## config.mk

```make
export PLATFORM = sky130hd
export DESIGN_NAME = hsv_to_rgbw_converter
export DESIGN_NICKNAME = d
export VERILOG_FILES = /design/src/hdl/hsvrgbw_pkg.sv /design/src/hdl/hsvrgbw_regs.sv /design/src/hdl/hsv_to_rgbw_converter.sv
export SDC_FILE = /design/constraint.sdc
export NUM_CORES = 2
export LEC_CHECK = 0
export BUFFER_PORTS_ARGS = -buffer_cell sky130_fd_sc_hd__buf_2
export CAP_MARGIN = 30
export CELL_PAD_IN_SITES_DETAIL_PLACEMENT = 0
export CELL_PAD_IN_SITES_GLOBAL_PLACEMENT = 1
export CORE_ASPECT_RATIO = 0.75
export CORE_UTILIZATION = 55
export CTS_CLUSTER_SIZE = 10
export DETAILED_ROUTE_END_ITERATION = 6
export PLACE_DENSITY = 0.89
export SLEW_MARGIN = 40
export SYNTH_ARGS = -nofsm -noshare
export SYNTH_HDL_FRONTEND = slang
export SYNTH_HIERARCHICAL = 1
export SYNTH_SLANG_ARGS = --single-unit
```

## constraint.sdc

```tcl
create_clock -name i_clk -period 15.92 [get_ports i_clk]
set_input_delay 3.184 -clock i_clk [delete_from_list [all_inputs] [get_ports i_clk]]
set_output_delay 3.184 -clock i_clk [all_outputs]
set_load 0.03 [all_outputs]
```

## src/hdl/hsvrgbw_pkg.sv

```systemverilog
`timescale 1ns / 1ps
// ============================================================================
// hsvrgbw_pkg
// Shared types and constants for the HSV to RGBW color converter.
// ============================================================================
package hsvrgbw_pkg;

    // Hue encoding: 256 steps per 60-degree sector, six sectors per turn.
    localparam int unsigned HUE_W      = 11;
    localparam int unsigned FRAC_W     = 8;
    localparam logic [HUE_W-1:0] HUE_TURN = 11'd1536;

    // Register port geometry.
    localparam int unsigned APB_ADDR_W = 3;
    localparam int unsigned APB_DATA_W = 32;
    localparam int unsigned REG_IDX_W  = APB_ADDR_W - 2;

    // Register indexes.
    localparam logic [REG_IDX_W-1:0] REG_WHITE_MODE = 1'b0;

    // Hue sectors, named by the primaries they run between.
    typedef enum logic [2:0] {
        SEC_RED_YELLOW   = 3'd0,
        SEC_YELLOW_GREEN = 3'd1,
        SEC_GREEN_CYAN   = 3'd2,
        SEC_CYAN_BLUE    = 3'd3,
        SEC_BLUE_MAGENTA = 3'd4,
        SEC_MAGENTA_RED  = 3'd5
    } t_sector;

endpackage

```

## src/hdl/hsvrgbw_regs.sv

```systemverilog
`timescale 1ns / 1ps
// ============================================================================
// hsvrgbw_regs
// APB-style register file: holds the white mode control bit.
// ============================================================================
module hsvrgbw_regs
    import hsvrgbw_pkg::*;
(
    input  logic                  i_clk,
    input  logic                  i_rst_n,
    input  logic                  psel,
    input  logic                  penable,
    input  logic                  pwrite,
    input  logic [APB_ADDR_W-1:0] paddr,
    input  logic [APB_DATA_W-1:0] pwdata,
    output logic [APB_DATA_W-1:0] prdata,
    output logic                  pready,
    output logic                  o_white_mode
);

    logic                 r_white_mode;
    logic [REG_IDX_W-1:0] reg_idx;
    logic                 wr_en;

    assign pready  = 1'b1;
    assign reg_idx = paddr[APB_ADDR_W-1:2];
    assign wr_en   = psel && penable && pwrite && pready;

    always_ff @(posedge i_clk) begin
        if (!i_rst_n) begin
            r_white_mode <= 1'b0;
        end else if (wr_en && (reg_idx == REG_WHITE_MODE)) begin
            r_white_mode <= pwdata[0];
        end
    end

    always_comb begin
        unique case (reg_idx)
            REG_WHITE_MODE: prdata = {{(APB_DATA_W-1){1'b0}}, r_white_mode};
            default:        prdata = '0;
        endcase
    end

    assign o_white_mode = r_white_mode;

endmodule

```

## src/hdl/hsv_to_rgbw_converter.sv

```systemverilog
`timescale 1ns / 1ps
// ============================================================================
// hsv_to_rgbw_converter
// Six-stage pipelined fixed-point HSV to RGB / RGBW color converter.
// ============================================================================
// Usage:
//   Input channel : i_valid / o_stall carry one beat of hue, saturation and
//                   brightness. Hue counts 256 steps per 60 degrees; any hue
//                   of 1536 or more is read as 0.
//   Output channel: o_valid / i_stall carry one beat of red, green, blue and
//                   white levels for every input beat, in order.
//   Register port : APB-style, one register (white_mode, address 0). With
//                   white_mode set, the common part p moves to white and is
//                   removed from red, green and blue; else white is 0.
//   Throughput    : one beat per cycle, limited by nothing but the output
//                   handshake; every stage holds one beat.
//   Reset         : synchronous, active low; empties the pipeline and clears
//                   white_mode.
//   Stall         : each stage advances when it is empty or the stage after it
//                   advances, so bubbles squeeze out and a stalled output holds
//                   while the stages behind it keep filling; o_stall rises only
//                   when all six stages hold a beat.
// ============================================================================
module hsv_to_rgbw_converter
    import hsvrgbw_pkg::*;
#(
    parameter int CHANNEL_BITS = 8
) (
    input  logic                    i_clk,
    input  logic                    i_rst_n,
    // input beats
    input  logic                    i_valid,
    output logic                    o_stall,
    input  logic [HUE_W-1:0]        i_hue_position,
    input  logic [CHANNEL_BITS-1:0] i_saturation,
    input  logic [CHANNEL_BITS-1:0] i_brightness,
    // output beats
    output logic                    o_valid,
    input  logic                    i_stall,
    output logic [CHANNEL_BITS-1:0] o_red_level,
    output logic [CHANNEL_BITS-1:0] o_green_level,
    output logic [CHANNEL_BITS-1:0] o_blue_level,
    output logic [CHANNEL_BITS-1:0] o_white_level,
    // register port
    input  logic                    psel,
    input  logic                    penable,
    input  logic                    pwrite,
    input  logic [APB_ADDR_W-1:0]   paddr,
    input  logic [APB_DATA_W-1:0]   pwdata,
    output logic [APB_DATA_W-1:0]   prdata,
    output logic                    pready
);

    localparam int CB     = CHANNEL_BITS;
    localparam int PW     = 2 * CB;        // v * (M - s) and the scaled sums
    localparam int QW     = CB + FRAC_W;   // s * f and 256M - s * f
    localparam int QPW    = PW + FRAC_W;   // v * (256M - s * f)
    localparam int NSTAGE = 6;

    // M = full scale. The q and t divisor is 256M; its half is 128M.
    localparam logic [CB-1:0]  CHAN_MAX = {CB{1'b1}};
    localparam logic [CB-1:0]  HALF_M   = {1'b0, {(CB-1){1'b1}}};
    localparam logic [QW-1:0]  DEN_Q    = {CHAN_MAX, {FRAC_W{1'b0}}};
    localparam logic [QPW-1:0] HALF_DEN = QPW'({CHAN_MAX, {(FRAC_W-1){1'b0}}});
    localparam logic [CB:0]    M_ONCE   = {1'b0, CHAN_MAX};
    localparam logic [CB:0]    M_TWICE  = {CHAN_MAX, 1'b0};

    // Lanes of the three scaled terms.
    localparam int LANE_P = 0;
    localparam int LANE_Q = 1;
    localparam int LANE_T = 2;

    // ------------------------------------------------------------------------
    // Register file
    // ------------------------------------------------------------------------
    logic cfg_white_mode;

    hsvrgbw_regs u_regs (
        .i_clk        (i_clk),
        .i_rst_n      (i_rst_n),
        .psel         (psel),
        .penable      (penable),
        .pwrite       (pwrite),
        .paddr        (paddr),
        .pwdata       (pwdata),
        .prdata       (prdata),
        .pready       (pready),
        .o_white_mode (cfg_white_mode)
    );

    // ------------------------------------------------------------------------
    // Flow control: a stage advances when it is empty or its successor
    // advances. Valid bits travel with the data.
    // ------------------------------------------------------------------------
    logic [NSTAGE:1]   r_v;
    logic [NSTAGE+1:1] adv;

    always_comb begin
        adv[NSTAGE+1] = !i_stall;
        for (int k = NSTAGE; k >= 1; k--) begin
            adv[k] = !r_v[k] || adv[k+1];
        end
    end

    assign o_stall = !adv[1];

    always_ff @(posedge i_clk) begin
        if (!i_rst_n) begin
            r_v <= '0;
        end else begin
            if (adv[1]) begin
                r_v[1] <= i_valid;
            end
            for (int k = 2; k <= NSTAGE; k++) begin
                if (adv[k]) begin
                    r_v[k] <= r_v[k-1];
                end
            end
        end
    end

    // ------------------------------------------------------------------------
    // Stage 1: fold out-of-range hue to 0, split sector and fraction, form
    // s * f and s * (256 - f).
    // ------------------------------------------------------------------------
    logic [HUE_W-1:0]  hue_fold;
    logic [FRAC_W-1:0] frac;
    logic [FRAC_W:0]   frac_inv;

    t_sector           r1_sector;
    logic [CB-1:0]     r1_v;
    logic [CB-1:0]     r1_ms;
    logic [QW-1:0]     r1_sf;
    logic [QW-1:0]     r1_sfi;

    assign hue_fold = (i_hue_position >= HUE_TURN) ? '0 : i_hue_position;
    assign frac     = hue_fold[FRAC_W-1:0];
    assign frac_inv = (FRAC_W+1)'(1 << FRAC_W) - {1'b0, frac};

    always_ff @(posedge i_clk) begin
        if (adv[1]) begin
            r1_sector <= t_sector'(hue_fold[HUE_W-1:FRAC_W]);
            r1_v      <= i_brightness;
            r1_ms     <= CHAN_MAX - i_saturation;
            r1_sf     <= QW'(i_saturation) * QW'(frac);
            r1_sfi    <= QW'(i_saturation) * QW'(frac_inv);
        end
    end

    // ------------------------------------------------------------------------
    // Stage 2: multiply by v. Zero saturation needs no special path: every
    // term then rounds back to exactly v.
    // ------------------------------------------------------------------------
    t_sector           r2_sector;
    logic [CB-1:0]     r2_v;
    logic [PW-1:0]     r2_pp;
    logic [QPW-1:0]    r2_pq;
    logic [QPW-1:0]    r2_pt;

    always_ff @(posedge i_clk) begin
        if (adv[2]) begin
            r2_sector <= r1_sector;
            r2_v      <= r1_v;
            r2_pp     <= PW'(r1_v) * PW'(r1_ms);
            r2_pq     <= QPW'(r1_v) * QPW'(DEN_Q - r1_sf);
            r2_pt     <= QPW'(r1_v) * QPW'(DEN_Q - r1_sfi);
        end
    end

    // ------------------------------------------------------------------------
    // Stage 3: add the rounding half, drop the 256 factor, then fold the
    // division by M = 2^CB - 1: z = a*2^CB + b = a*M + (a + b).
    // ------------------------------------------------------------------------
    logic [QPW-1:0]         sum_q;
    logic [QPW-1:0]         sum_t;
    logic [2:0][PW-1:0]     z;

    t_sector                r3_sector;
    logic [CB-1:0]          r3_v;
    logic [2:0][CB-1:0]     r3_a;
    logic [2:0][CB:0]       r3_c;

    assign sum_q     = r2_pq + HALF_DEN;
    assign sum_t     = r2_pt + HALF_DEN;
    assign z[LANE_P] = r2_pp + PW'(HALF_M);
    assign z[LANE_Q] = sum_q[QPW-1:FRAC_W];
    assign z[LANE_T] = sum_t[QPW-1:FRAC_W];

    always_ff @(posedge i_clk) begin
        if (adv[3]) begin
            r3_sector <= r2_sector;
            r3_v      <= r2_v;
            for (int l = 0; l < 3; l++) begin
                r3_a[l] <= z[l][PW-1:CB];
                r3_c[l] <= {1'b0, z[l][PW-1:CB]} + {1'b0, z[l][CB-1:0]};
            end
        end
    end

    // ------------------------------------------------------------------------
    // Stage 4: correct the quotient; a + b is below 2^(CB+1), so it holds M
    // at most twice.
    // ------------------------------------------------------------------------
    function automatic logic [CB-1:0] quot_fix(input logic [CB-1:0] a, input logic [CB:0] c);
        logic [1:0] inc;
        inc = (c >= M_TWICE) ? 2'd2 : ((c >= M_ONCE) ? 2'd1 : 2'd0);
        return a + CB'(inc);
    endfunction

    t_sector                r4_sector;
    logic [CB-1:0]          r4_v;
    logic [2:0][CB-1:0]     r4_term;

    always_ff @(posedge i_clk) begin
        if (adv[4]) begin
            r4_sector <= r3_sector;
            r4_v      <= r3_v;
            for (int l = 0; l < 3; l++) begin
                r4_term[l] <= quot_fix(r3_a[l], r3_c[l]);
            end
        end
    end

    // ------------------------------------------------------------------------
    // Stage 5: place terms by sector, find the white share.
    // ------------------------------------------------------------------------
    logic [CB-1:0] n5_r;
    logic [CB-1:0] n5_g;
    logic [CB-1:0] n5_b;
    logic [CB-1:0] n5_lo;
    logic [CB-1:0] tp;
    logic [CB-1:0] tq;
    logic [CB-1:0] tt;

    logic [CB-1:0] r5_r;
    logic [CB-1:0] r5_g;
    logic [CB-1:0] r5_b;
    logic [CB-1:0] r5_lo;

    assign tp = r4_term[LANE_P];
    assign tq = r4_term[LANE_Q];
    assign tt = r4_term[LANE_T];

    always_comb begin
        case (r4_sector)
            SEC_RED_YELLOW:   begin n5_r = r4_v; n5_g = tt;   n5_b = tp;   end
            SEC_YELLOW_GREEN: begin n5_r = tq;   n5_g = r4_v; n5_b = tp;   end
            SEC_GREEN_CYAN:   begin n5_r = tp;   n5_g = r4_v; n5_b = tt;   end
            SEC_CYAN_BLUE:    begin n5_r = tp;   n5_g = tq;   n5_b = r4_v; end
            SEC_BLUE_MAGENTA: begin n5_r = tt;   n5_g = tp;   n5_b = r4_v; end
            default:          begin n5_r = r4_v; n5_g = tp;   n5_b = tq;   end
        endcase

        n5_lo = r4_v;
        if (tp < n5_lo) n5_lo = tp;
        if (tq < n5_lo) n5_lo = tq;
        if (tt < n5_lo) n5_lo = tt;
        if (!cfg_white_mode) n5_lo = '0;
    end

    always_ff @(posedge i_clk) begin
        if (adv[5]) begin
            r5_r  <= n5_r;
            r5_g  <= n5_g;
            r5_b  <= n5_b;
            r5_lo <= n5_lo;
        end
    end

    // ------------------------------------------------------------------------
    // Stage 6: output register; remove the white share from the colors.
    // ------------------------------------------------------------------------
    logic [CB-1:0] r6_r;
    logic [CB-1:0] r6_g;
    logic [CB-1:0] r6_b;
    logic [CB-1:0] r6_w;

    always_ff @(posedge i_clk) begin
        if (adv[6]) begin
            r6_r <= r5_r - r5_lo;
            r6_g <= r5_g - r5_lo;
            r6_b <= r5_b - r5_lo;
            r6_w <= r5_lo;
        end
    end

    assign o_valid       = r_v[NSTAGE];
    assign o_red_level   = r6_r;
    assign o_green_level = r6_g;
    assign o_blue_level  = r6_b;
    assign o_white_level = r6_w;

    // ------------------------------------------------------------------------
    // Assertions
    // ------------------------------------------------------------------------
    a_accept_fills_stage1: assert property (@(posedge i_clk) disable iff (!i_rst_n)
        (i_valid && !o_stall) |=> r_v[1])
        else $error("accepted beat did not enter stage 1");

    a_no_stall_with_room: assert property (@(posedge i_clk) disable iff (!i_rst_n)
        !r_v[NSTAGE] |-> !o_stall)
        else $error("input stalled while output stage is empty");

    a_white_off_zero: assert property (@(posedge i_clk) disable iff (!i_rst_n)
        (o_valid && !cfg_white_mode) |-> (o_white_level == '0))
        else $error("white level nonzero with white mode off");

    a_white_on_one_zero: assert property (@(posedge i_clk) disable iff (!i_rst_n)
        (o_valid && cfg_white_mode) |->
            ((o_red_level == '0) || (o_green_level == '0) || (o_blue_level == '0)))
        else $error("white split left no color channel at zero");

endmodule

```

==> results.yml <==
timing:
  finalHoldViolations: 0
  finClkSkew_ns: 0.01772
  rsz0062_at_grt: "false"
  worst_slew_pin_slew_ns: 0.8243
  finalCritPeriodShare_pct: 55.38
  fin_tns_setup_ns: 0
  holdWs_ns: 0.4151
  finalCriticalPeriod_ns: 8.816
  setup_viol: 0
  clock.fmax_mhz: 113.4
  slew_headroom_pct: 44.65
  finalMaxSlewViolations: 0
critical_path:
  path_max_fanout: 27
  path_cells: "buf_2 -> nand2_2 -> nand2_1 -> ha_1 -> nand3_1 -> xor2_1 -> and2_1 -> fa_1 -> fa_1 -> fa_1 -> inv_1 -> fa_1 -> inv_1 -> ha_1 -> a21o_1 -> a31o_2 -> a41o_1 -> o41ai_1 -> xnor2_1"
  worstPathArrival_ns: 9.06
  startpoint_type: "input pin"
  slowest_stage: "fa_1"
  critPathKind: "input pin to flip-flop"
  crit_path_max_incr_delay_ns: 0.54
  required_ns: 16.17
  endpoint_kind: "flip-flop"
  path_delay_family: "adder cells"
  cp_num_buf_inv: 3
  cp_common_cell: "fa_1"
routing:
  drc: 0
  dr_total_vias: 19250
  drt-total-wl_mm: 56.86
  first_iter_violations: 1137
  ant_nets: 0
  drtPass1Iterations: 5
  wl_per_cell_um: 15.61
  vias_per_cell: 5.284
clock_network:
  htree_levels: 2
  cts_tree: "built"
  root_buffer: "clkbuf_16"
  holdBufCountCts: 0
  clockBufferDepth: 3
  ctsResizeCount: 0
  post_cts_buffers: 0
  clock_latency_ns: 0.52
  cts-buffers-inserted: 35
  cts.clk_slew.worst_paths_ns: 0.05
  clock_sinks: 279
global_route:
  grt_usage_pct: 22.62
  grt_pass1_vias: 20350
  grt_overflow: 0
  antenna_found_initial: 1
  grt_start_max_net_pins: 63
  grt_pass1_wl_mm: 98.76
yosys:
  ys.flop_type: "edfxtp_1"
  async_flop_share_pct: 0
  synthesis.area_mm2: 0.02891
  syn_inst: 2869
  ys_types: 61
  seq_area_frac_synth_pct: 28.74
  syn_area_per_cell_um2: 10.08
  ys_warn_count: 6
  synth_edf_count: 272
  synth-seq-cells: 279
job:
  cap_viol_max_count: 0
die:
  dieHeight_um: 200.5
  core_region_area_mm2: 0.05171
  dieArea_mm2: 0.05349
  rows: 72
  io_pins: 136
  die_w_um: 266.7
  start_util_pct: 55.90
cells_and_area:
  area_delta_synth_final_pct: 6.778
  nets: 3588
  diodes: 0
  drive_gt1_share_pct: 5.274
  layout_common_cells: "inv_1 (510), fa_1 (326), nand2_1 (300)"
  final_area_mm2: 0.03087
  final_common_cell: "inv_1"
  final_cells: 3642
hold_path:
  worstHoldPathType: "flip-flop to flip-flop"
placed_design:
  place_area_mm2: 0.02989
  gp_congestion: 0.8800
  place_inst: 3588
  place.detailed.hpwl_mm: 44.74
  io_buffers: 70
outcome:
  outcome: "finished, final reports clean"
cell usage after synthesis (4+ instances only):
library cell,instances,area (µm²)
inv_1,512,1922
fa_1,326,6526
nand2_1,303,1137
edfxtp_1,272,8168
ha_1,271,3391
and2_1,207,1295
xnor2_1,135,1182
nor2_1,108,405.4
a21oi_1,84,420.4
o21ai_0,78,390.4
xor2_1,72,630.6
clkbuf_1,64,240.2
nand3_1,53,265.3
mux2i_1,42,420.4
nor2b_1,42,262.8
buf_4,33,247.7
nor3_1,31,155.2
a21o_1,24,180.2
and3_1,24,150.1
o21a_1,19,142.6
nand2b_1,18,112.6
o211ai_1,18,135.1
nand4_1,17,106.4
o21bai_1,15,112.6
a211oi_1,13,97.59
or3_1,9,56.30
dfxtp_1,7,140.1
mux2_2,7,78.83
nor4_1,7,43.79
a31o_2,4,35.03
o31ai_1,4,30.03
o41ai_1,4,35.03
or2_2,4,25.02
cells by family (layout without fill, tap and decap cells):
kind of cell,count (synthesis),in the layout,synth area share (%)
XOR/XNOR,207,207,6.272
multiplexers,50,50,1.779
buffers and inverters,614,654,8.427
AO/OA/AOI/OAI,281,281,6.025
adder cells (fa/ha/maj),597,597,34.31
AND/OR/NAND/NOR,839,839,14.43
flip-flops,279,279,28.74
other,2,32,0.02598
path summary, 6_finish.rpt:
kind | slack (ns) | endpoint | depth (start not counted) | start
setup / recovery | 7.10 | r1_sfi[15] | 19 | i_hue_position[10]
hold / removal | 0.42 | r2_sector[2] | 0 | r1_sector[2]
setup reg to reg | 8.79 | r2_pq[19] | 23 | r1_sf[0]
hold reg to reg | 0.42 | r2_sector[2] | 0 | r1_sector[2]
state kept, by name, summed over array words and instances, names as in the netlist, 15 cells and up:
| name | count |
|---|---|
| r3_c | 27 |
| r3_a | 24 |
| r2_pq | 17 |
| r2_pp | 16 |
| r2_pt | 17 |
| r1_sfi | 15 |
| r1_sf | 16 |
metal layers:
layer	vias to the layer above	share of wire (%)	GRT usage (%)
met5	-	0	0
met4	0	2.0	5.583
met3	78	5.5	3.484
met2	466	45	37.01
met1	9412	47	31.61
li1	9289	-	-
per-stage QoR:
stage | util, % | setup slack, ns
after floorplan | - | 7.202
after global placement | 57.77 | 6.305
after detailed placement | 57.80 | 6.627
after CTS | 59.67 | 7.152
after global routing | 59.69 | 6.715
final | 59.69 | 7.104
layout make-up:
cell class,instances,area (µm²)
well taps,703,879.6
repair buffers,87,481.7
clock buffers,48,924.6
multi-input cells,2006,18300
flip-flops and latches,279,8308
fillers,4346,20840
inverters,513,1926
clock inverters,6,45.04
Power is left out: the tool's default activity adds up to more than one toggle a clock period on the data nets, which glitch-free logic cannot reach.
